File: src/generational_handle_pool_macros.svh
// Assertion macros for the handle pool. Each expects clk and rst_n in scope.
`ifndef GENERATIONAL_HANDLE_POOL_MACROS_SVH
`define GENERATIONAL_HANDLE_POOL_MACROS_SVH

`ifndef ASSERT_OFF

// Same-cycle implication.
`define GHP_ASSERT_IMP(label, cond, expr) \
    label: assert property (@(posedge clk) disable iff (!rst_n) (cond) |-> (expr)) \
        else $error("assertion failed: label");

// Next-cycle implication.
`define GHP_ASSERT_NEXT(label, cond, expr) \
    label: assert property (@(posedge clk) disable iff (!rst_n) (cond) |=> (expr)) \
        else $error("assertion failed: label");

`else

`define GHP_ASSERT_IMP(label, cond, expr)
`define GHP_ASSERT_NEXT(label, cond, expr)

`endif

`endif

File: src/ghp_pkg.sv
package ghp_pkg;

    localparam int GEN_W   = 32;
    localparam int INDEX_W = 8;
    localparam int LIVE_W  = 9;

    localparam logic [1:0] OP_CREATE  = 2'd0;
    localparam logic [1:0] OP_DESTROY = 2'd1;
    localparam logic [1:0] OP_CHECK   = 2'd2;

    typedef struct packed {
        logic [1:0]         op;
        logic [INDEX_W-1:0] handle_index;
        logic [GEN_W-1:0]   handle_generation;
    } req_t;

    typedef struct packed {
        logic               ok;
        logic [INDEX_W-1:0] out_index;
        logic [GEN_W-1:0]   out_generation;
        logic [LIVE_W-1:0]  live_count;
    } rsp_t;

endpackage

File: src/generational_handle_pool.sv
// Generational handle pool: SLOT_COUNT slots, each with an alive bit and a 32-bit
// generation. Create takes the lowest free slot, destroy frees a slot named by a
// valid handle, check reports whether a handle is valid; every item returns one
// result with the live count. One item is in work at a time. A create scans the
// alive bits from slot 0, one slot per cycle, to find the lowest free slot, then
// reads and updates that slot; on a full pool it scans every slot and goes
// straight to the update. Destroy and check first do the registered read of the
// single-port generation memory, then the update. An unused op code goes straight
// to the update. A finished result waits in an output register, so the next item
// is accepted while it is held.
`include "generational_handle_pool_macros.svh"

module generational_handle_pool #(
    parameter int SLOT_COUNT = 64
) (
    input  logic            clk,
    input  logic            rst_n,
    input  logic            in_valid,
    output logic            in_ready,
    input  ghp_pkg::req_t   in_item,
    output logic            out_valid,
    input  logic            out_ready,
    output ghp_pkg::rsp_t   out_item
);

    localparam int SLOT_IDX_W = (SLOT_COUNT > 1) ? $clog2(SLOT_COUNT) : 1;
    localparam logic [SLOT_IDX_W-1:0] LAST_SLOT = SLOT_IDX_W'(SLOT_COUNT - 1);
    localparam logic [ghp_pkg::LIVE_W-1:0] LIVE_MAX = ghp_pkg::LIVE_W'(SLOT_COUNT);

    localparam logic [1:0] ST_IDLE = 2'd0;
    localparam logic [1:0] ST_SCAN = 2'd1;
    localparam logic [1:0] ST_READ = 2'd2;
    localparam logic [1:0] ST_EXEC = 2'd3;

    logic [1:0]                   state_reg, state_next;
    ghp_pkg::req_t                req_reg, req_next;
    logic [SLOT_IDX_W-1:0]        addr_reg, addr_next;
    logic [SLOT_IDX_W-1:0]        scan_reg, scan_next;
    logic                         full_reg, full_next;
    logic [SLOT_COUNT-1:0]        alive_reg, alive_next;
    logic [SLOT_COUNT-1:0]        written_reg, written_next;
    logic [ghp_pkg::LIVE_W-1:0]   live_reg, live_next;
    logic                         out_valid_reg, out_valid_next;
    ghp_pkg::rsp_t                out_item_reg, out_item_next;

    logic [ghp_pkg::GEN_W-1:0]    gen_mem [SLOT_COUNT];
    logic [ghp_pkg::GEN_W-1:0]    rd_gen_reg;
    logic                         rd_written_reg;

    logic [ghp_pkg::GEN_W-1:0]    slot_gen;
    logic [ghp_pkg::GEN_W-1:0]    gen_inc;
    logic [ghp_pkg::GEN_W-1:0]    gen_new;
    logic                         gen_match;
    logic                         range_ok;
    logic                         handle_ok;
    logic                         out_free;
    logic                         exec_fire;
    logic                         create_ok;
    logic                         destroy_ok;
    logic                         slot_write;
    ghp_pkg::rsp_t                rsp;

    // Shared generation unit: one increment serves create and destroy, one compare serves destroy and check.
    always_comb
    begin
        slot_gen   = rd_written_reg ? rd_gen_reg : '0;
        gen_inc    = slot_gen + ghp_pkg::GEN_W'(1);
        gen_match  = (slot_gen == req_reg.handle_generation);
        range_ok   = ({1'b0, req_reg.handle_index} < LIVE_MAX);
        handle_ok  = (req_reg.handle_generation != '0) && range_ok
                     && alive_reg[addr_reg] && gen_match;
        out_free   = !out_valid_reg || out_ready;
        exec_fire  = (state_reg == ST_EXEC) && out_free;
        create_ok  = (req_reg.op == ghp_pkg::OP_CREATE) && !full_reg;
        destroy_ok = (req_reg.op == ghp_pkg::OP_DESTROY) && handle_ok;
        slot_write = exec_fire && (create_ok || destroy_ok);
        // Skip generation zero on create.
        gen_new    = (create_ok && (gen_inc == '0)) ? ghp_pkg::GEN_W'(1) : gen_inc;
    end

    always_comb
    begin
        state_next     = state_reg;
        req_next       = req_reg;
        addr_next      = addr_reg;
        scan_next      = scan_reg;
        full_next      = full_reg;
        alive_next     = alive_reg;
        written_next   = written_reg;
        live_next      = live_reg;
        out_valid_next = out_valid_reg;
        out_item_next  = out_item_reg;

        if (slot_write)
        begin
            alive_next[addr_reg]   = create_ok;
            written_next[addr_reg] = 1'b1;
        end
        if (exec_fire && create_ok && (live_reg < LIVE_MAX))
        begin
            live_next = live_reg + ghp_pkg::LIVE_W'(1);
        end
        else if (exec_fire && destroy_ok && (live_reg != '0))
        begin
            live_next = live_reg - ghp_pkg::LIVE_W'(1);
        end

        rsp.ok             = create_ok || destroy_ok
                             || ((req_reg.op == ghp_pkg::OP_CHECK) && handle_ok);
        rsp.out_index      = create_ok ? ghp_pkg::INDEX_W'(addr_reg) : '0;
        rsp.out_generation = create_ok ? gen_new : '0;
        rsp.live_count     = live_next;

        if (exec_fire)
        begin
            out_valid_next = 1'b1;
            out_item_next  = rsp;
        end
        else if (out_ready)
        begin
            out_valid_next = 1'b0;
        end

        unique case (state_reg)
            ST_IDLE:
            begin
                if (in_valid)
                begin
                    req_next  = in_item;
                    full_next = 1'b0;
                    scan_next = '0;
                    addr_next = in_item.handle_index[SLOT_IDX_W-1:0];
                    unique case (in_item.op)
                        ghp_pkg::OP_CREATE:  state_next = ST_SCAN;
                        ghp_pkg::OP_DESTROY: state_next = ST_READ;
                        ghp_pkg::OP_CHECK:   state_next = ST_READ;
                        default:             state_next = ST_EXEC;
                    endcase
                end
            end
            ST_SCAN:
            begin
                // Advance one slot per cycle until a free one turns up or the last slot is reached.
                if (!alive_reg[scan_reg])
                begin
                    addr_next  = scan_reg;
                    state_next = ST_READ;
                end
                else if (scan_reg == LAST_SLOT)
                begin
                    full_next  = 1'b1;
                    state_next = ST_EXEC;
                end
                else
                begin
                    scan_next = scan_reg + SLOT_IDX_W'(1);
                end
            end
            ST_READ:
            begin
                state_next = ST_EXEC;
            end
            ST_EXEC:
            begin
                // Hold here until the output register is free.
                if (out_free)
                begin
                    state_next = ST_IDLE;
                end
            end
            default:
            begin
                state_next = ST_IDLE;
            end
        endcase
    end

    always_ff @(posedge clk or negedge rst_n)
    begin
        if (!rst_n)
        begin
            state_reg     <= ST_IDLE;
            full_reg      <= 1'b0;
            scan_reg      <= '0;
            alive_reg     <= '0;
            written_reg   <= '0;
            live_reg      <= '0;
            out_valid_reg <= 1'b0;
        end
        else
        begin
            state_reg     <= state_next;
            full_reg      <= full_next;
            scan_reg      <= scan_next;
            alive_reg     <= alive_next;
            written_reg   <= written_next;
            live_reg      <= live_next;
            out_valid_reg <= out_valid_next;
        end
    end

    always_ff @(posedge clk)
    begin
        req_reg      <= req_next;
        addr_reg     <= addr_next;
        out_item_reg <= out_item_next;
    end

    // Generation memory: one write or one registered read per cycle.
    always_ff @(posedge clk)
    begin
        if (slot_write)
        begin
            gen_mem[addr_reg] <= gen_new;
        end
        if (state_reg == ST_READ)
        begin
            rd_gen_reg     <= gen_mem[addr_reg];
            rd_written_reg <= written_reg[addr_reg];
        end
    end

    assign in_ready  = (state_reg == ST_IDLE);
    assign out_valid = out_valid_reg;
    assign out_item  = out_item_reg;

    `GHP_ASSERT_IMP(a_live_bound, 1'b1, live_reg <= LIVE_MAX)
    `GHP_ASSERT_IMP(a_create_gen_nonzero, exec_fire && create_ok, gen_new != '0)
    `GHP_ASSERT_NEXT(a_create_count, exec_fire && create_ok, live_reg == $past(live_reg) + ghp_pkg::LIVE_W'(1))
    `GHP_ASSERT_NEXT(a_destroy_count, exec_fire && destroy_ok, live_reg == $past(live_reg) - ghp_pkg::LIVE_W'(1))

endmodule

File: config.mk
export PLATFORM = sky130hd
export DESIGN_NAME = generational_handle_pool
export DESIGN_NICKNAME = d
export VERILOG_FILES = /design/src/ghp_pkg.sv /design/src/generational_handle_pool.sv
export VERILOG_INCLUDE_DIRS = /design/src /design/src/src
export SDC_FILE = /design/constraint.sdc
export NUM_CORES = 2
export LEC_CHECK = 0
export BUFFER_PORTS_ARGS = -buffer_cell sky130_fd_sc_hd__buf_4
export CAP_MARGIN = 40
export CORE_ASPECT_RATIO = 2
export CORE_UTILIZATION = 35
export CTS_CLUSTER_SIZE = 20
export DETAILED_ROUTE_END_ITERATION = 10
export SKIP_LAST_GASP = 1
export SYNTH_ARGS = -nofsm -noshare
export SYNTH_HDL_FRONTEND = slang
export SYNTH_SLANG_ARGS = --single-unit
File: constraint.sdc
create_clock -name clk -period 6.1 [get_ports clk]
set_input_delay 0.305 -clock clk [delete_from_list [all_inputs] [get_ports clk]]
set_output_delay 0.305 -clock clk [all_outputs]
set_load 0.005 [all_outputs]
# Yosys cells after proc, flatten, opt, wreduce, memory -nomap -nowiden
# Memory sizes are Yosys's and may differ from the RTL's. A register that Yosys moved wholly into a read port is not among the register bits.
# Cells that the tools add are included.
# word_totals
mem_bits_rw,2048
mem_count,1
word_cells,111
regBits,246
input_bits,46
# classes
n_lt_le_gt_ge,5
n_mux,34
eq_ne,16
reduce_logical,33
n_bitwise,1
n_addsub,4
# mem_list
memory,words,word_bits,rd,rd_clocked_by_memory_dff,wr,line_no,text
gen_mem,64,32,1,1,1,generational_handle_pool.sv:46,logic [ghp_pkg::GEN_W-1:0] gen_mem [SLOT_COUNT];
# ops
op,n
64-bit bitwise mux,1
32-bit two-way mux,2
64-bit bitwise OR,1
32-bit by 1-bit adder with 32-bit output (second input constant),1
32-bit equality test,1
32-bit zero test,1
32-bit nonzero test,1
6-bit two-way mux,5
6-bit one-hot mux with 2 select lines,2
1-bit binary-select mux with 6-bit select,3
9-bit two-way mux,2
1-bit logical AND,14
6-bit by 7-bit less-than comparator with 1-bit output (second input constant),2
2-bit inequality test (second input constant),6
1-bit two-way mux,11
9-bit by 1-bit adder with 9-bit output (second input constant),1
9-bit by 7-bit less-than comparator with 1-bit output (second input constant),1
9-bit nonzero test,1
9-bit by 1-bit subtractor with 9-bit output (second input constant),1
2-bit equality test (second input constant),4
8-bit by 7-bit less-than comparator with 1-bit output (second input constant),1
2-bit two-way mux,4
2-bit one-hot mux with 4 select lines,1
4-bit AND reduction,2
15 further kinds,24

# Logic depth before layout (Yosys ltp)
# logic_depth
word_depth,9
ltp_mapped,13

# Least setup slack after synthesis
# Ideal clock, no wire load.
# synth_timing
path_type,register -> register
from,register state_reg[0]
to,"memory gen_mem[18][0] (netlist bit), enable pin"
t_arrival_ns,4.920
required_ns,5.639
synth_period_minus_slack_ns,5.381
path_slack_ns,0.719
stages_incl_launch_ff,9
path_cell_list,dfrtp_1 > ha_1 > and2_1 > nand2_1 > nor4_2 > nor2_1 > buf_2 > buf_1 > nor3_1
# synth_between
elab_chain_cells,5
# synth_rtl
item,line_no,text
"start, declared",generational_handle_pool.sv:35,"logic [1:0] state_reg, state_next;"
"start signal, assigned",generational_handle_pool.sv:192,state_reg <= state_next;
2-bit equality test,generational_handle_pool.sv:73,exec_fire = (state_reg == ST_EXEC) && out_free;
1-bit logical AND,generational_handle_pool.sv:73,
net exec_fire,generational_handle_pool.sv:57,logic exec_fire;
1-bit logical AND,generational_handle_pool.sv:76,slot_write = exec_fire && (create_ok || destroy_ok);
1-bit two-way mux,generational_handle_pool.sv:212,if (slot_write)
1-bit two-way mux (implied by the code),generational_handle_pool.sv:214,gen_mem[addr_reg] <= gen_new;
"end, declared",generational_handle_pool.sv:46,
# The timed path passes the listed nets, and every way through them passes these cells.

# Worst setup path in the final report
# layout_timing
from,register rd_gen_reg[14] (netlist bit) (read register of gen_mem)
to,"memory gen_mem[17][21] (netlist bit), enable pin"
# layout_between
elab_chain_cells,8
# layout_rtl
item,line_no,text
"start, declared",generational_handle_pool.sv:47,logic [ghp_pkg::GEN_W-1:0] rd_gen_reg;
32-bit two-way mux,generational_handle_pool.sv:66,slot_gen = rd_written_reg ? rd_gen_reg : '0;
32-bit equality test,generational_handle_pool.sv:68,gen_match = (slot_gen == req_reg.handle_generation);
1-bit logical AND,generational_handle_pool.sv:71,&& alive_reg[addr_reg] && gen_match;
1-bit logical AND,generational_handle_pool.sv:75,destroy_ok = (req_reg.op == ghp_pkg::OP_DESTROY) && handle_ok;
1-bit logical OR,generational_handle_pool.sv:76,
1-bit logical AND,generational_handle_pool.sv:76,
1-bit two-way mux,generational_handle_pool.sv:212,
1-bit two-way mux (implied by the code),generational_handle_pool.sv:214,
# Every way passes these cells.

==> impl_results.md <==
* CP Capture Type: flip-flop
* Port-buffer cells at 95
* Peak VDD IR at 337 uV
* Status: finished, final reports clean
* DR DRC count at 0
* PD cells at ~480 nW/um^2
* Cell variety after synth at 70
* WL met3 at 22,400 um
* Num ports at between 90 and 100
* Largest net degree at the start of global routing at 84
* EDFF count, synth at approximately 2,200
* Req. time, crit path at 6570 ps
* CP max-delay cell: edfxtp_1
* Number of global-route vias before repair at 51,900
* Synth area leaders: edfxtp_1, a22oi_1, dfrtp_1, a221oi_1, a22o_1
* Hold Violations, Final at 0
* Max Used Layer: met5
* DR vias at 53,200
* Most common cell in the synthesized netlist: edfxtp_1
* Crit-path max FO at 26
* Detailed Routing Iterations Pass 1 at 6
* Rel. slew slack at 32.0%
* Routed WL at 306,000 um
* Post-synthesis cell area at between 80,000 and 90,000 sq um
* Ratio of cells with drive above 1 in the final layout at 17.5%
* Vias per inst at 6.04
* HP Class: in2reg
* Nets at roughly 5,400
* Drt wl/cell at 34.8 um
* Synthesized flop and latch total at roughly 2,300
* Die width at 355 um
* Final TNS setup at 0 ps
* Antenna violations before repair at 16
* Clock-pin slew on the worst setup and hold paths at 70 ps
* Worst setup SP type: flip-flop
* Root buffer cell: clkbuf_16
* Core box area at about 250,000 sq um
* CTS max path bufs at 4
* CTS tree: done
* Max FFs per register at 2,048
* Clock skew at 74.1 ps
* FFs w/ async S/R, synth at about 6.3%
* Final-layout fill cell count at 21,800
* Global Route Usage Sum at between 20% and 30%
* CP Cell Sequence: nand2_1 > or4b_1 > a32o_1 > nor4_2 > o2111ai_1 > nor4_2 > buf_4 > nor2_4 > buf_4 > nor3_2 > buf_4
* Setup bufs post-CTS at 0
* Top FF cell, synth: edfxtp_1
* Dpl hpwl at 200,000 um
* Seq/Total Area, Yosys at 79.1%
* Final core occ at 41.2%
* Post-DRT Antenna Nets at 0
* Worst EP arrival at roughly 5300 ps
* Total CTS buffers at 190
* Final min period at 4830 ps
* WL met2 at about 150,000 um
* Synth warn at 0
* Starting Density at between 30% and 40%
* CP Class: reg2reg
* Die Ht at 707 um
* Critical Path Max Stage Delay at approximately 620 ps
* Commonest cells post-synth: edfxtp_1, a22oi_1, clkbuf_1
* Global route overflow at 0
* Maxcap violations at 0
* Most Frequent Cell on Critical Path: buf_4
* Latest clock arrival within the worst-skew pair at 880 ps
* Core Rows at between 200 and 300
* Worst-margin pin slew at 1020 ps
* Final GP Congestion at 0.966
* H-tree depth at 4
* Final Max Tran Viols at 0
* DIE AREA at 251,000 sq um
* Fmax at 207 MHz
* M1 WL at 98,400 um
* Syn avg cell area at 17.2 sq um
* Clock sinks at 2,318
* Tcrit/Tclk final at 79.2%
* RSZ-0062 raised after global routing: false
* Leakage power at 0.0319 uW
* DR iter-0 viols at 6,822
* Leading area contributor after synthesis: edfxtp_1
* Post-Syn Instances at 5,060
* Area delta synth->final at 16.7%
* Top cell type's share of synthesized area at 74.9%
* First-pass GRT wire length at 420,000 um
* Final setup viols at 0
==> critical path, delay by kind of cell (launching register included) <==
family,cells,cell delay [ps]
flip-flops,1,620
AO/OA/AOI/OAI,2,710
AND/OR/NAND/NOR,6,2080
buffers and inverters,3,1000
==> cell usage in the layout (no fill, tap or decap), types with 95 or more instances in the layout <==
cell,netlist,routed
a41oi_1,98,95
a21oi_1,175,174
edfxtp_1,2171,2171
clkbuf_16,0,193
buf_4,7,394
dfrtp_1,147,147
a221oi_1,134,134
a22o_1,129,129
a31oi_1,143,141
a22oi_1,807,807
==> per-stage QoR <==
stage	total power [uW]	hold slack [ps]	setup slack, ps	instances	area, sq um
after global routing	50100	112	1080	8788	102000
after global placement	36000	437	1100	8343	94100
after detailed placement	36600	437	1300	8406	95000
final	49200	89.7	1270	8798	102000
after CTS	49000	65.9	1280	8787	102000
after floorplan	27600	9.41	719	5061	87100
==> where the power goes <==
group | internal [uW] | total (uW) | switching [uW] | leakage (uW)
sequential | 19900 | 20700 | 751 | 0.0219
clock | 6900 | 12600 | 5670 | 0.00301
combinational | 4250 | 16000 | 11800 | 0.00697
==> path summary, 6_finish.rpt <==
check | startpoint | to | slack [ps] | cells past startpoint
min reg2reg | written_reg[23] | written_reg[23] | 470 | 1
min | in_valid | scan_reg[0] | 90 | 4
max | rd_gen_reg[14] | gen_mem[17][21] | 1270 | 11
min in group asynchronous | rst_n | state_reg[1] | 120 | 2
max reg2reg | rd_gen_reg[14] | gen_mem[17][21] | 1270 | 11
max in group asynchronous | rst_n | written_reg[22] | 4520 | 3
==> logic make-up (layout without fill, tap and decap cells) <==
| family | after synthesis | count (layout) | synth area share, % |
|---|---|---|---|
| buffers and inverters | 416 | 892 | 1.91 |
| XOR/XNOR | 49 | 49 | 0.493 |
| AO/OA/AOI/OAI | 1630 | 1630 | 13.9 |
| flip-flops | 2318 | 2318 | 79.1 |
| AND/OR/NAND/NOR | 582 | 582 | 3.56 |
| other | 1 | 13 | 0.00431 |
| multiplexers | 55 | 55 | 0.879 |
| adder cells (fa/ha/maj) | 9 | 9 | 0.129 |
==> what timing repair did <==
action                    CTS  global route
hold endpoints to repair  125             0
hold buffers               44             0
gates resized for setup     0             0
==> final cells by class <==
cell class | instances | area [sq um] | area share (%)
Multi-Input combinational cell | 2327 | 17400 | 17.1
Tap cell | 3250 | 4070 | 4.00
Sequential cell | 2318 | 68900 | 67.8
Clock inverter | 102 | 1150 | 1.13
Timing Repair Buffer | 520 | 5030 | 4.95
Inverter | 35 | 131 | 0.129
Clock buffer | 235 | 5010 | 4.93
Antenna cell | 11 | 27.5 | 0.0271
==> per-layer routing <==
layer	vias to the layer above	global-route usage (%)
met5	-	0
met4	2	20.2
met3	790	3.29
met2	3094	41.3
met1	27500	25.6
li1	21800	-
(Power assumes the default switching activity.)
